===== config.mk =====
export PLATFORM = sky130hd
export DESIGN_NAME = nnis_mul
export DESIGN_NICKNAME = d
export VERILOG_FILES = /design/src/rtl/nnis_mul.sv
export SDC_FILE = /design/constraint.sdc
export NUM_CORES = 2
export LEC_CHECK = 0
export CORE_MARGIN = 3
export CORE_UTILIZATION = 68
export DETAILED_ROUTE_END_ITERATION = 10
export DONT_BUFFER_PORTS = 1
export GPL_TIMING_DRIVEN = 0
export PLACE_DENSITY = 0.84
export SYNTH_ARGS = -nofsm -noshare
export SYNTH_HDL_FRONTEND = slang
export SYNTH_SLANG_ARGS = --single-unit
export TNS_END_PERCENT = 100

===== constraint.sdc =====
create_clock -name clk -period 9.2 [get_ports clk]
set_clock_uncertainty 0.05 [all_clocks]
set_input_delay 0.46 -clock clk [delete_from_list [all_inputs] [get_ports clk]]
set_output_delay 0.46 -clock clk [all_outputs]
set_load 0.01 [all_outputs]

===== src/rtl/nnis_mul.sv =====
// nnis_mul: two-lane multiplier with registered products.
// Maps positions in the setup phase and squares offsets during the search.
module nnis_mul #(
  parameter int AW = 20,
  parameter int BW = 25
) (
  input  logic             clk,
  input  logic [AW-1:0]    a_x,
  input  logic [BW-1:0]    b_x,
  input  logic [AW-1:0]    a_y,
  input  logic [BW-1:0]    b_y,
  output logic [AW+BW-1:0] p_x,
  output logic [AW+BW-1:0] p_y
);

  always_ff @(posedge clk) begin
    p_x <= (AW+BW)'(a_x) * (AW+BW)'(b_x);
    p_y <= (AW+BW)'(a_y) * (AW+BW)'(b_y);
  end

endmodule


# --- Word level (Yosys, flattened, before mapping) ---
# Index checks and enable logic that the tools add are counted.
totals:
  reg_bits: 90
  latchBits: 0
  mem_bits_rw: 0
  rom_bits: 0
  inputBits: 91
  output_inout_bits: 90
  elab_cells: 4
  memories: 0
op_classes:
  addsub: 0
  mul: 2
  div_mod_pow: 0
  order_cmp: 0
  n_eq_ne: 0
  shift: 0
  muxes: 0
  n_bitwise: 0
  reduce_logical: 0
op_table:
  columns: ["op", "count"]
  rows:
  - ["20-bit by 25-bit multiplier with 45-bit output", 2]

# --- Depth between registers and ports, before layout ---
logic_depth:
  word_depth: 1
  ltp_mapped: 27
  ltp_nobuf: 25

# --- Worst setup path after synthesis ---
# Ideal clock, no wire load.
synth_path:
  kind: "input -> register"
  startpoint: "input a_x[11]"
  endpoint: "register p_x[44]"
  t_arrival_ns: 6.497
  path_slack_ns: 2.590
  stages: 25
  n_path_buf: 2
  cell_sequence: "clkbuf_1 > nand2_1 > fa_1 > inv_1 > fa_1 > inv_1 > fa_1 > inv_1 > fa_1 > fa_1 > fa_1 > inv_1 > fa_1 > inv_1 > ha_1 > buf_4 > nand2_1 > o21a_1 > a211oi_2 > nor2_1 > o311a_1 > a211oi_2 > nor3_2 > or4b_1 > nand3_1"
synth_via:
  elab_chain_len: 1
synth_lines:
  columns: ["item", "line", "text"]
  rows:
  - ["start, declared", "8", "input logic [AW-1:0] a_x,"]
  - ["20-bit by 25-bit multiplier with 45-bit output", "17", "p_x <= (AW+BW)'(a_x) * (AW+BW)'(b_x);"]
  - ["end signal, assigned", "17", null]
  - ["end, declared", "12", "output logic [AW+BW-1:0] p_x,"]
# No other way between the ends.

# --- Final worst setup path ---
layout_path:
  startpoint: "input b_y[10]"
  endpoint: "register p_y[40]"
layout_via:
  elab_chain_len: 1
layout_lines:
  columns: ["item", "line", "text"]
  rows:
  - ["start, declared", "11", "input logic [BW-1:0] b_y,"]
  - ["20-bit by 25-bit multiplier with 45-bit output", "18", "p_y <= (AW+BW)'(a_y) * (AW+BW)'(b_y);"]
  - ["end signal, assigned", "18", null]
  - ["end, declared", "13", "output logic [AW+BW-1:0] p_y"]
# No other way between the ends.

==> flow_metrics.py <==
metrics = {
    "logic_synthesis": {
        "syn_area_per_cell_um2": 8.94,
        "yosys_warnings": 0,
        "async_flop_share": 0,
        "synth-seq-cells": 90,
        "syn_nets": 5090,
        "synth_edf_count": 0,
        "synthFlopType": "dfxtp_1",
        "ys_seq_area_frac": 0.0521,
        "syn_area_um2": 34600,
        "ys_types": 63,
        "synthCells": 3869,
    },
    "route": {
        "via_count": 26700,
        "drt-pass1-iter-count": 6,
        "drcViolationCount": 0,
        "dr.first_iter.drc_count": 2386,
        "wl_per_cell_um": 20.7,
        "route.final.wire_length_mm": 94.6,
        "detail-route-antenna-nets": 0,
        "viasPerCell": 5.84,
    },
    "die": {
        "die_area_um2": 53600,
        "fp.dieW_um": 232,
        "row_count": 82,
        "ios": 181,
        "coreArea_um2": 50200,
        "fp.dieH_um": 232,
        "start_util": 0.689,
    },
    "setup_path": {
        "critPathKind": "primary input to flip-flop",
        "crit_fanout": 10,
        "cp_num_buf_inv": 5,
        "arrival_ps": 7820,
        "slowest_stage": "fa_1",
        "cpLargestDelayFamily": "adder cells",
        "timing.critical_path.mode_cell": "fa_1",
        "endpoint_kind": "flip-flop",
        "required_ps": 9420,
        "worstPathCellList": "clkbuf_1 -> nand2_1 -> fa_1 -> fa_1 -> fa_1 -> fa_1 -> inv_1 -> fa_1 -> fa_1 -> inv_1 -> fa_1 -> inv_1 -> ha_1 -> clkbuf_1 -> a21oi_1 -> o21ai_1 -> a221oi_1 -> o21ai_1 -> a31oi_2 -> o2111ai_1 -> a41oi_1 -> o21ai_1 -> xnor2_1",
        "slowest_delay_ps": 580,
        "startpoint": "b_y[10]",
        "start_kind": "primary input",
    },
    "sta": {
        "slew_headroom": 0.389,
        "finalWorstSetupSlack_ps": 1600,
        "max_freq_mhz": 132,
        "drv_slew": 0,
        "fin_crit_sh": 0.826,
        "worst_pin_slew_ps": 916,
        "grt_setup_unrepaired": "false",
        "setup-violations-final": 0,
        "setup_tns_ps": 0,
        "finalCriticalPeriod_ps": 7600,
        "finalHoldViolations": 0,
    },
    "hold_path": {
        "min_from": "a_y[0]",
        "whs_endpoint": "p_y[0]",
        "holdPathStages": 1,
        "holdCritPathClass": "primary input to flip-flop",
    },
    "placement": {
        "dpl_cell_area_um2": 35400,
        "place.detailed.hpwl_mm": 79.7,
        "gp_congestion": 0.972,
        "io_buffers": 0,
        "preCtsSetupSlack_ps": 1250,
    },
    "finish": {
        "fin_nets": 5101,
        "area_growth_syn_to_layout_pct": 3.32,
        "fin_area_um2": 35700,
        "final_util": 0.712,
        "layout-drive-gt1-share": 0.00927,
        "n_fill_cell": 3741,
    },
    "clock_tree": {
        "cts.reportedPaths.clkPinSlew_ps": 70,
        "post_cts_buffers": 0,
        "htreeDepth": 3,
        "cts_tree": "done",
        "cts-buffers-inserted": 9,
        "hold_buffers": 0,
        "root_buffer": "clkbuf_16",
        "clockBufferDepth": 2,
        "cts-resized-gates": 0,
        "cts_sinks": 90,
    },
    "grt": {
        "globalRouteOverflowTotal": 0,
        "grt_first_pass_wirelength_mm": 150,
        "grt_max_degree": 16,
        "antenna_found_initial": 9,
        "grt_pass1_vias": 27900,
        "grt_use_total": 0.368,
    },
    "job": {
        "drv_cap": 0,
    },
    "status": {
        "status": "completed",
    },
}
-- area by class of cell --
class / count / area [um2] / share of cell area
sequential: 90 / 1800 / 0.0504
tap: 672 / 841 / 0.0235
clock inverter: 5 / 65.1 / 0.00182
clock buffer: 10 / 229 / 0.00641
buffer: 206 / 797 / 0.0223
inverter: 886 / 3330 / 0.0930
antenna: 6 / 15.0 / 0.000420
multi-input combinational: 2687 / 28700 / 0.802
-- cells by family (layout without fill, tap and decap cells) --
kind of cell | count (synthesis) | after routing | share of synthesized area
AND/OR/NAND/NOR | 1204 | 1204 | 0.169
adder cells (fa/ha/maj) | 1130 | 1130 | 0.587
buffers and inverters | 1092 | 1107 | 0.119
AO/OA/AOI/OAI | 267 | 267 | 0.0510
flip-flops | 90 | 90 | 0.0521
XOR/XNOR | 84 | 84 | 0.0213
multiplexers | 2 | 2 | 0.000579
other | 0 | 6 | 0
-- layout by cell type (no fill, tap or decap), drive strengths merged, types with 3 or more instances in the layout --
master     n
o311ai     3
clkbuf   211
a21oi     86
o211ai     8
nor2b     16
buf        5
o21a      13
o2111ai    3
fa       820
and2     450
nand2b     6
nor3       7
dfxtp     90
xor2      31
and3      14
o21bai    11
ha       310
nand4     18
inv      887
diode      6
a211oi     8
a221oi     3
o311a      3
a41oi      4
nand2    608
a21o      43
nand3     24
xnor2     53
clkinv     3
nor2      54
a31oi     12
o31ai      5
o21ai     52
-- through the flow --
stage | hold WS [ps] | cells
6_report | 134 | 4562
5_1_grt | 119 | 4556
4_1_cts | 116 | 4556
3_5_place_dp | 537 | 4541
3_3_place_gp | 533 | 4541
2_1_floorplan | 532 | 3869
-- Yosys cell counts (6+ instances only) --
master / number / share of area
o21ai_1: 11 / 0.0016
a21oi_1: 84 / 0.012
ha_1: 310 / 0.11
a31oi_1: 10 / 0.0018
o21ai_0: 41 / 0.0059
clkbuf_1: 201 / 0.022
nand4_1: 18 / 0.0033
inv_1: 886 / 0.096
fa_1: 820 / 0.47
a21o_1: 43 / 0.0093
nand3_1: 24 / 0.0035
and2_1: 449 / 0.081
dfxtp_1: 90 / 0.052
o21a_1: 13 / 0.0028
nor3_1: 6 / 0.00087
o211ai_1: 7 / 0.0015
nand2_1: 608 / 0.066
xor2_1: 31 / 0.0078
xnor2_1: 53 / 0.013
nor2b_1: 16 / 0.0029
and3_1: 13 / 0.0024
nand2b_1: 6 / 0.0011
nor2_1: 54 / 0.0059
o21bai_1: 11 / 0.0024
-- flip-flops by register name, summed over array words and instances, names as in the netlist --
signal	flops
p_y	45
p_x	45
-- layer usage --
metal  global-route usage  share of wire  routed length (um)
met1                0.484           0.37               35000
met2                0.564           0.45               42900
met5                    0              0                   0
met3                0.116           0.13               12200
met4                0.162          0.047                4480
-- worst max-delay path by stage --
stage | to | slack [ps] | cells after the start
2_1_floorplan | p_x[44] | 2590 | 25
3_3_place_gp | p_y[40] | 1310 | 23
3_5_place_dp | p_y[40] | 1250 | 23
4_1_cts | p_y[40] | 1680 | 23
5_1_grt | p_y[40] | 1240 | 23
6_report | p_y[40] | 1600 | 23
Power is left out: the tool's default activity adds up to more than one toggle a clock period on the data nets, which glitch-free logic cannot reach.
