===== config.mk =====
export PLATFORM = sky130hd
export DESIGN_NAME = nnis_div
export DESIGN_NICKNAME = d
export VERILOG_FILES = /design/src/rtl/nnis_div.sv
export SDC_FILE = /design/constraint.sdc
export NUM_CORES = 1
export LEC_CHECK = 0
export ABC_AREA = 1
export BUFFER_PORTS_ARGS = -buffer_cell sky130_fd_sc_hd__buf_2
export CAP_MARGIN = 20
export CORE_ASPECT_RATIO = 0.6
export CORE_UTILIZATION = 45
export CTS_CLUSTER_SIZE = 20
export DETAILED_ROUTE_END_ITERATION = 8
export HOLD_SLACK_MARGIN = 0.15
export PLACE_DENSITY = 0.75
export SYNTH_ARGS = -nofsm -noshare
export SYNTH_HDL_FRONTEND = slang
export SYNTH_SLANG_ARGS = --single-unit

===== constraint.sdc =====
create_clock -name clk -period 2.8 [get_ports clk]
set_clock_uncertainty 0.15 [all_clocks]
set_input_delay 0.14 -clock clk [delete_from_list [all_inputs] [get_ports clk]]
set_output_delay 0.14 -clock clk [all_outputs]
set_load 0.005 [all_outputs]

===== src/rtl/nnis_div.sv =====
// nnis_div: restoring divider, one quotient bit per cycle.
// Computes the 9.16 scale ratios (default source size); no dependencies.
module nnis_div #(
  parameter int NW = 25,
  parameter int DW = 13
) (
  input  logic          clk,
  input  logic          rst,
  input  logic          go,
  input  logic [NW-1:0] num,
  input  logic [DW-1:0] den,
  output logic [NW-1:0] quo,
  output logic          done
);

  localparam int CW = (NW > 1) ? $clog2(NW) : 1;

  logic          run;
  logic [CW-1:0] cnt;
  logic [DW-1:0] rem;
  logic [DW-1:0] den_r;
  logic [NW-1:0] q;
  logic [DW:0]   trial;
  logic          fits;

  assign trial = {rem, q[NW-1]};
  assign fits  = trial >= {1'b0, den_r};
  assign quo   = q;

  always_ff @(posedge clk) begin
    if (rst) begin
      run  <= 1'b0;
      done <= 1'b0;
      cnt  <= '0;
    end else begin
      done <= 1'b0;
      if (go) begin
        run <= 1'b1;
        cnt <= '0;
      end else if (run) begin
        cnt <= cnt + 1'b1;
        if (cnt == CW'(NW - 1)) begin
          run  <= 1'b0;
          done <= 1'b1;
        end
      end
    end
  end

  always_ff @(posedge clk) begin
    if (go) begin
      q     <= num;
      rem   <= '0;
      den_r <= den;
    end else if (run) begin
      rem <= fits ? DW'(trial - {1'b0, den_r}) : DW'(trial);
      q   <= {q[NW-2:0], fits};
    end
  end

endmodule


* After elaboration in Yosys (flattened, before gate mapping) *
Cells that the tools add are included.

word-level totals
  register bits = 58
  output and inout bits = 26
  logic and storage cells = 21

cells by class
  bitwise operators = 1
  reductions and logical operators = 3
  mux-type cells = 7
  eq/ne operators = 1
  magnitude comparators = 1
  $add $sub $neg = 2

operators with widths
  operator                                                        number
  25-bit two-way mux                                              2
  14-bit by 13-bit greater-or-equal comparator with 1-bit output  1
  13-bit two-way mux                                              1
  13-bit subtractor                                               1
  5-bit by 1-bit adder with 5-bit output (second input constant)  1
  5-bit == test (second input constant)                           1
  1-bit two-way mux                                               4
  3-bit OR reduction                                              1
  2-bit nonzero test                                              1
  2-bit OR reduction                                              1
  1-bit inverter                                                  1

* Depth between registers and ports, before layout *
Gate-level depths: netlist (run 1).

  word-level depth = 4
  gate-level depth with buffers = 14
  gate-level depth less buffers = 13

* Least setup slack after synthesis (run 1) *
Ideal clock, no wire load.

  kind = register -> register
  from = reg q[24], in the netlist quo[24]
  to = reg q[0], in the netlist quo[0], data pin
  cell stages (with the launch flop) = 14
  arrival = 1.805 ns
  slack = 0.592 ns
  library setup time = 0.253 ns
  path buffers = 1
  clock period less this slack = 2.208 ns
  cell sequence = edfxtp_1 -> inv_1 -> ha_1 -> inv_1 -> fa_1 -> nand2_1 -> nand2_1 -> nand3_1 -> nand2_1 -> nand2_2 -> nand3_4 -> buf_12 -> nand2_1 -> nand2_1

on the way
  cells in the longest elaborated chain, start to end = 3

RTL lines
  element                                                         RTL line  RTL
  from (decl)                                                     22        logic [NW-1:0] q;
  from (signal assigned)                                          52        q <= num;
  from (signal assigned)                                          57        q <= {q[NW-2:0], fits};
  14-bit by 13-bit greater-or-equal comparator with 1-bit output  27        assign fits = trial >= {1'b0, den_r};
  25-bit two-way mux                                              55        end else if (run) begin
  25-bit two-way mux                                              51        if (go) begin

Every way passes these cells. The select of a mux whose other input is x is not followed.
A chain may end at the register's enable or synchronous reset.

* Final worst setup path (run 1) *
Same ends and word-level chain as after synthesis.

==> results of run 1 <==
cell usage in the layout (no fill, tap or decap), types with 2 or more instances in the layout:
cell             n
clkinv_2         2
ha_1            15
dfxtp_1         20
xnor2_1          3
inv_2            3
inv_1           68
edfxtp_1        38
nand3_1         25
xor2_1           2
nor2_1          13
buf_2           66
buf_4            6
nor2_2           3
clkbuf_16        9
nand2_2          8
clkinvlp_4       3
nor2_4           2
o21ai_0          3
nand2_1        159
dlygate4sd3_1   39
nor3_1           3
nand4_1         18
a21oi_1          5
nand3_2          8
sequential cells by signal, indices dropped and copies added (netlist names):
name / cells
done: 1
den_r: 13
run: 1
quo: 25
rem: 13
cnt: 5
stage by stage:
step / util / setup WS, ps
2_1_floorplan: - / 592
3_3_place_gp: 0.546 / 543
3_5_place_dp: 0.546 / 434
4_1_cts: 0.642 / 428
5_1_grt: 0.642 / 179
6_report: 0.642 / 386
cell families after synthesis:
group,after synthesis,synth area share
adders and majority gates,16,0.0620
and+or+nand+nor,243,0.332
xor gates and xnor gates,5,0.0131
DFF,58,0.460
buffers and inverters,83,0.101
AOI/OAI and AO/OA,16,0.0317
how the worst min path moves through the flow:
| stage | from | end | slack [ps] | depth (start not counted) |
|---|---|---|---|---|
| 3_3_place_gp | den[0] | den_r[0]$_DFFE_PP_ | 170 | 1 |
| 4_1_cts | go | den_r[3]$_DFFE_PP_ | 150 | 1 |
| 2_1_floorplan | den[0] | den_r[0]$_DFFE_PP_ | 90 | 0 |
| 5_1_grt | go | den_r[0]$_DFFE_PP_ | 170 | 1 |
| 6_report | go | den_r[0]$_DFFE_PP_ | 170 | 1 |
| 3_5_place_dp | den[5] | den_r[5]$_DFFE_PP_ | 170 | 1 |
layout make-up:
cell class / count / area, um^2
Fill cell: 559 / 2480
Sequential cell: 58 / 1540
Multi-Input combinational cell: 280 / 1470
Timing Repair Buffer: 111 / 766
Inverter: 72 / 270
Clock buffer: 10 / 239
Tap cell: 100 / 125
Clock inverter: 6 / 41.3
per-layer routing:
metal / GRT usage / vias to the layer above / routed length [um]
met1: 0.328 / 1419 / 4180
met3: 0.0804 / 16 / 762
met5: 0 / - / 0
li1: - / 1568 / -
met2: 0.333 / 148 / 3730
met4: 0.0789 / 0 / 155
power by group through the flow:
stage	Sequential, W	Clock, W	Combinational [W]
2_1_floorplan	0.00103	0	0.000161
3_3_place_gp	0.00103	0	0.000274
3_5_place_dp	0.00103	0	0.000280
4_1_cts	0.00101	0.00105	0.000324
5_1_grt	0.00102	0.00108	0.000365
6_report	0.00101	0.00103	0.000329
critical path, stage by stage (launching register included):
cell,delay [ps]
edfxtp_1,380
inv_1,90
ha_1,160
inv_1,80
fa_1,440
nand2_1,100
nand2_1,50
nand3_1,70
nand2_1,100
nand2_2,120
nand3_4,240
nand2_1,130
nand2_1,60
==> results.toml, run 1 <==
[floorplanning]
dieArea_mm2 = 0.00781
initial_core_util = 0.483
die_y_um = 68.9
rows = 23
core_mm2 = 0.00694
ios = 67
dieWidth_um = 113

[critical_path]
ff2ff_path_depth = 12
start_kind = "flop"
reg2reg_slack_ps = 390
worstPathRequired_ps = 2730
r2r-start = "quo[24]$_DFFE_PP_"
endpoint = "quo[0]$_DFFE_PP_"
cp-end-kind = "flop"
r2r-end = "quo[0]$_DFFE_PP_"
startpoint = "quo[24]$_DFFE_PP_"
critPathKind = "flop to flop"
arrival_ps = 2350
crit_fanout = 15

[drt]
drtAntennaViolNets = 0
drt_iter0_drc = 286
firstDrtPassIters = 5
viasPerCell = 4.95
wirelength_um = 8830
vias = 3151
wl_per_cell_um = 13.9
drc = 0

[sta]
timing.setup.tns_ps = 0
setup_viol = 0
rsz0062_at_grt = "false"
worstMarginPinSlew_ps = 770
hold_violations = 0
hold_ws_ps = 166
fin_crit_ps = 2410
drv_slew = 0
fin_crit_sh = 0.862
slew_headroom = 0.483
max_freq_mhz = 414

[power]
ir_drop_mv = 0.348
p_seq_frac = 0.426
intPower_w = 0.00175
p_clk_frac = 0.435
power_frac_comb = 0.139
p_switching_w = 0.000625
power_density_mw_per_mm2 = 533
total_power_w = 0.00237
leakage_nw = 2.24
p_sw_frac = 0.264

[finish]
layout-area-overhead-vs-synth_pct = 32.9
fin_nets = 589
n_antenna_cell = 0
final_area_mm2 = 0.00445
drive_gt1_frac = 0.216
stdcell_count = 637

[placement]
gp_congestion = 0.920
port_buffers = 66
post-dp-hpwl_um = 5960
dp.cells = 582
place_area_mm2 = 0.00378

[yosys]
synth_area_leaders = "edfxtp_1, nand2_1, dfxtp_1, inv_1, ha_1"
async_flop_share = 0
yosysTopAreaCell = "edfxtp_1"
ys_warn_count = 0
syn-cell-area_mm2 = 0.00335
syn_avg_cell_area_um2 = 7.96
synthFlopType = "edfxtp_1"
yosysSeqAreaShare = 0.460
synth_common_cells = "nand2_1, inv_1, edfxtp_1"
synth-seq-cells = 58
synth_fp_nets = 478
syn-instance-count = 421
synth_top_cell_area_share = 0.340
ys_types = 37
synth_edf_count = 38
yosysMostFrequentCell = "nand2_1"

[clock_network]
clock-root-buffer = "clkbuf_16"
cts_repair_resize_count = 0
postCtsSetupBuffers = 0
cts_tree = "done"
hold_buffers = 39
clkTransAtPathRegs_ps = 60
clk_latency_ps = 330
cts_buffer_depth = 2
ctsHtreeMaxLevel = 3
cts_buffers = 9
clock_sinks = 58

[flow_run]
max_cap_viol_count = 0

[hold_path]
hold_class = "input port to flop"

[global_routing]
grt_first_pass_wirelength_um = 13400
antenna_found_initial = 0
grt_overflow = 0
grt_pass1_vias = 2701
grtUsageTotal = 0.233
grt_max_degree = 28

[status]
status = "complete, no violations"
No activity file was read; power rests on OpenSTA's default activity.
==> run 2: changes to the inputs <==
Settings changed: CORE_UTILIZATION 45 to 40, CTS_BUF_LIST set to sky130_fd_sc_hd__clkbuf_2, PLACE_DENSITY 0.75 to 0.69.
==> results.toml, run 2 (same netlist as run 1, synthesis figures left out) <==
[clock_network]
cts_tree = "done"
clock_sinks = 58
ctsHtreeMaxLevel = 3
clkTransAtPathRegs_ps = 180
cts_repair_resize_count = 0
clock-root-buffer = "clkbuf_2"
clk_latency_ps = 550
cts_buffers = 9
cts_buffer_depth = 2

[floorplanning]
dieWidth_um = 120
dieArea_mm2 = 0.00876
initial_core_util = 0.419
core_mm2 = 0.00801
rows = 25
ios = 67
die_y_um = 72.9

[power]
leakage_nw = 2.31
p_clk_frac = 0.293
p_sw_frac = 0.298
intPower_w = 0.00137
p_switching_w = 0.000582
power_density_mw_per_mm2 = 414
p_seq_frac = 0.517
ir_drop_mv = 0.221
power_frac_comb = 0.191

[critical_path]
slowest_stage = "fa_1"
cp_common_cell = "nand2_1"
slowest_delay_ps = 440
crit_fanout = 15
start_kind = "flop"
startpoint = "quo[24]$_DFFE_PP_"
endpoint = "quo[0]$_DFFE_PP_"
cp-end-kind = "flop"
worstPathRequired_ps = 2980
r2r-start = "quo[24]$_DFFE_PP_"
ff2ff_path_depth = 12
worstPathCellList = "inv_1, ha_1, inv_1, fa_1, nand2_1, nand2_1, nand3_1, nand2_1, nand2_2, nand3_4, nand2_1, nand2_1"
critPathKind = "flop to flop"
r2r-end = "quo[0]$_DFFE_PP_"
reg2reg_slack_ps = 420
arrival_ps = 2560

[drt]
dr_wl_met2_um = 3880
drt_iter0_drc = 294
wirelength_um = 8880
drt-met1-wl_um = 4080
wl_per_cell_um = 13.0
wl_met3_um = 762
viasPerCell = 4.83
vias = 3308
maxUsedRoutingLayer = "met4"
firstDrtPassIters = 5
drc = 0
drtAntennaViolNets = 0

[placement]
post-dp-hpwl_um = 5760
gp_congestion = 0.972
dp.cells = 589
port_buffers = 66
place_area_mm2 = 0.00379

[sta]
timing.setup.tns_ps = 0
slew_headroom = 0.520
worstMarginPinSlew_ps = 716
drv_slew = 0
setup_viol = 0
hold_violations = 0
fin_crit_ps = 2380
max_freq_mhz = 421
fin_crit_sh = 0.849
rsz0062_at_grt = "false"

[finish]
largest_register_ffs = 25
final_common_cell = "nand2_1"
stdcell_count = 685
utilization = 0.590
layout-area-overhead-vs-synth_pct = 40.8
final_area_mm2 = 0.00472
drive_gt1_frac = 0.201
final_cell_mix = "nand2_1, dlygate4sd3_1, inv_1, buf_2, edfxtp_1"
fin_nets = 628

[status]
status = "complete, no violations"

[global_routing]
grt_overflow = 0
antenna_found_initial = 0
grtUsageTotal = 0.215
grt_first_pass_wirelength_um = 14300
grt_pass1_vias = 3050
grt_max_degree = 42

[hold_path]
hold_class = "input port to flop"

[flow_run]
max_cap_viol_count = 0
## run 2: area by class of cell
type	instances	area, um^2
Timing Repair Buffer	150	1180
Inverter	72	270
Sequential cell	58	1540
Multi-Input combinational cell	280	1470
Clock buffer	9	45.0
Tap cell	108	135
Clock inverter	7	78.8
Antenna cell	1	2.50
Fill cell	718	3290
## run 2: worst min-delay path by stage
stage,startpoint,to,cells past startpoint
2_1_floorplan,den[0],den_r[0]$_DFFE_PP_,0
3_3_place_gp,den[1],den_r[1]$_DFFE_PP_,1
3_5_place_dp,den[7],den_r[7]$_DFFE_PP_,1
4_1_cts,num[19],quo[19]$_DFFE_PP_,4
5_1_grt,num[19],quo[19]$_DFFE_PP_,4
6_report,num[19],quo[19]$_DFFE_PP_,4
## run 2: power groups by stage
stage	combinational (W)	clock (W)	sequential [W]
after floorplan	0.000161	0	0.00103
after global placement	0.000271	0	0.00103
after detailed placement	0.000274	0	0.00103
after CTS	0.000359	0.000589	0.00101
after global routing	0.000411	0.000624	0.00102
final	0.000373	0.000573	0.00101
## run 2: metrics by stage
| stage | power, W | setup slack (ps) | hold slack, ps |
|---|---|---|---|
| 2_1_floorplan | 0.00119 | 592 | 88.9 |
| 3_3_place_gp | 0.00130 | 518 | 168 |
| 3_5_place_dp | 0.00130 | 467 | 168 |
| 4_1_cts | 0.00196 | 150 | 265 |
| 5_1_grt | 0.00205 | 218 | 249 |
| 6_report | 0.00196 | 423 | 275 |
## run 2: critical path, delay by kind of cell (launching register included)
| family | cells | cell delay (ps) |
|---|---|---|
| flip-flops | 1 | 420 |
| adder cells (fa/ha/maj) | 2 | 590 |
| buffers and inverters | 2 | 170 |
| AND/OR/NAND/NOR | 8 | 820 |
## run 2: routing by layer
| metal | vias to the layer above | GRT usage |
|---|---|---|
| met1 | 1521 | 0.292 |
| met3 | 17 | 0.0758 |
| met2 | 127 | 0.324 |
| li1 | 1643 | - |
| met5 | - | 0 |
| met4 | 0 | 0.0653 |
## run 2: what timing repair did
| item | CTS | global route |
|---|---|---|
| endpoints found under the hold margin | 67 | 0 |
| hold buffers | 78 | 0 |
| setup buffers | 0 | 0 |
| setup endpoints to repair | 0 | 0 |
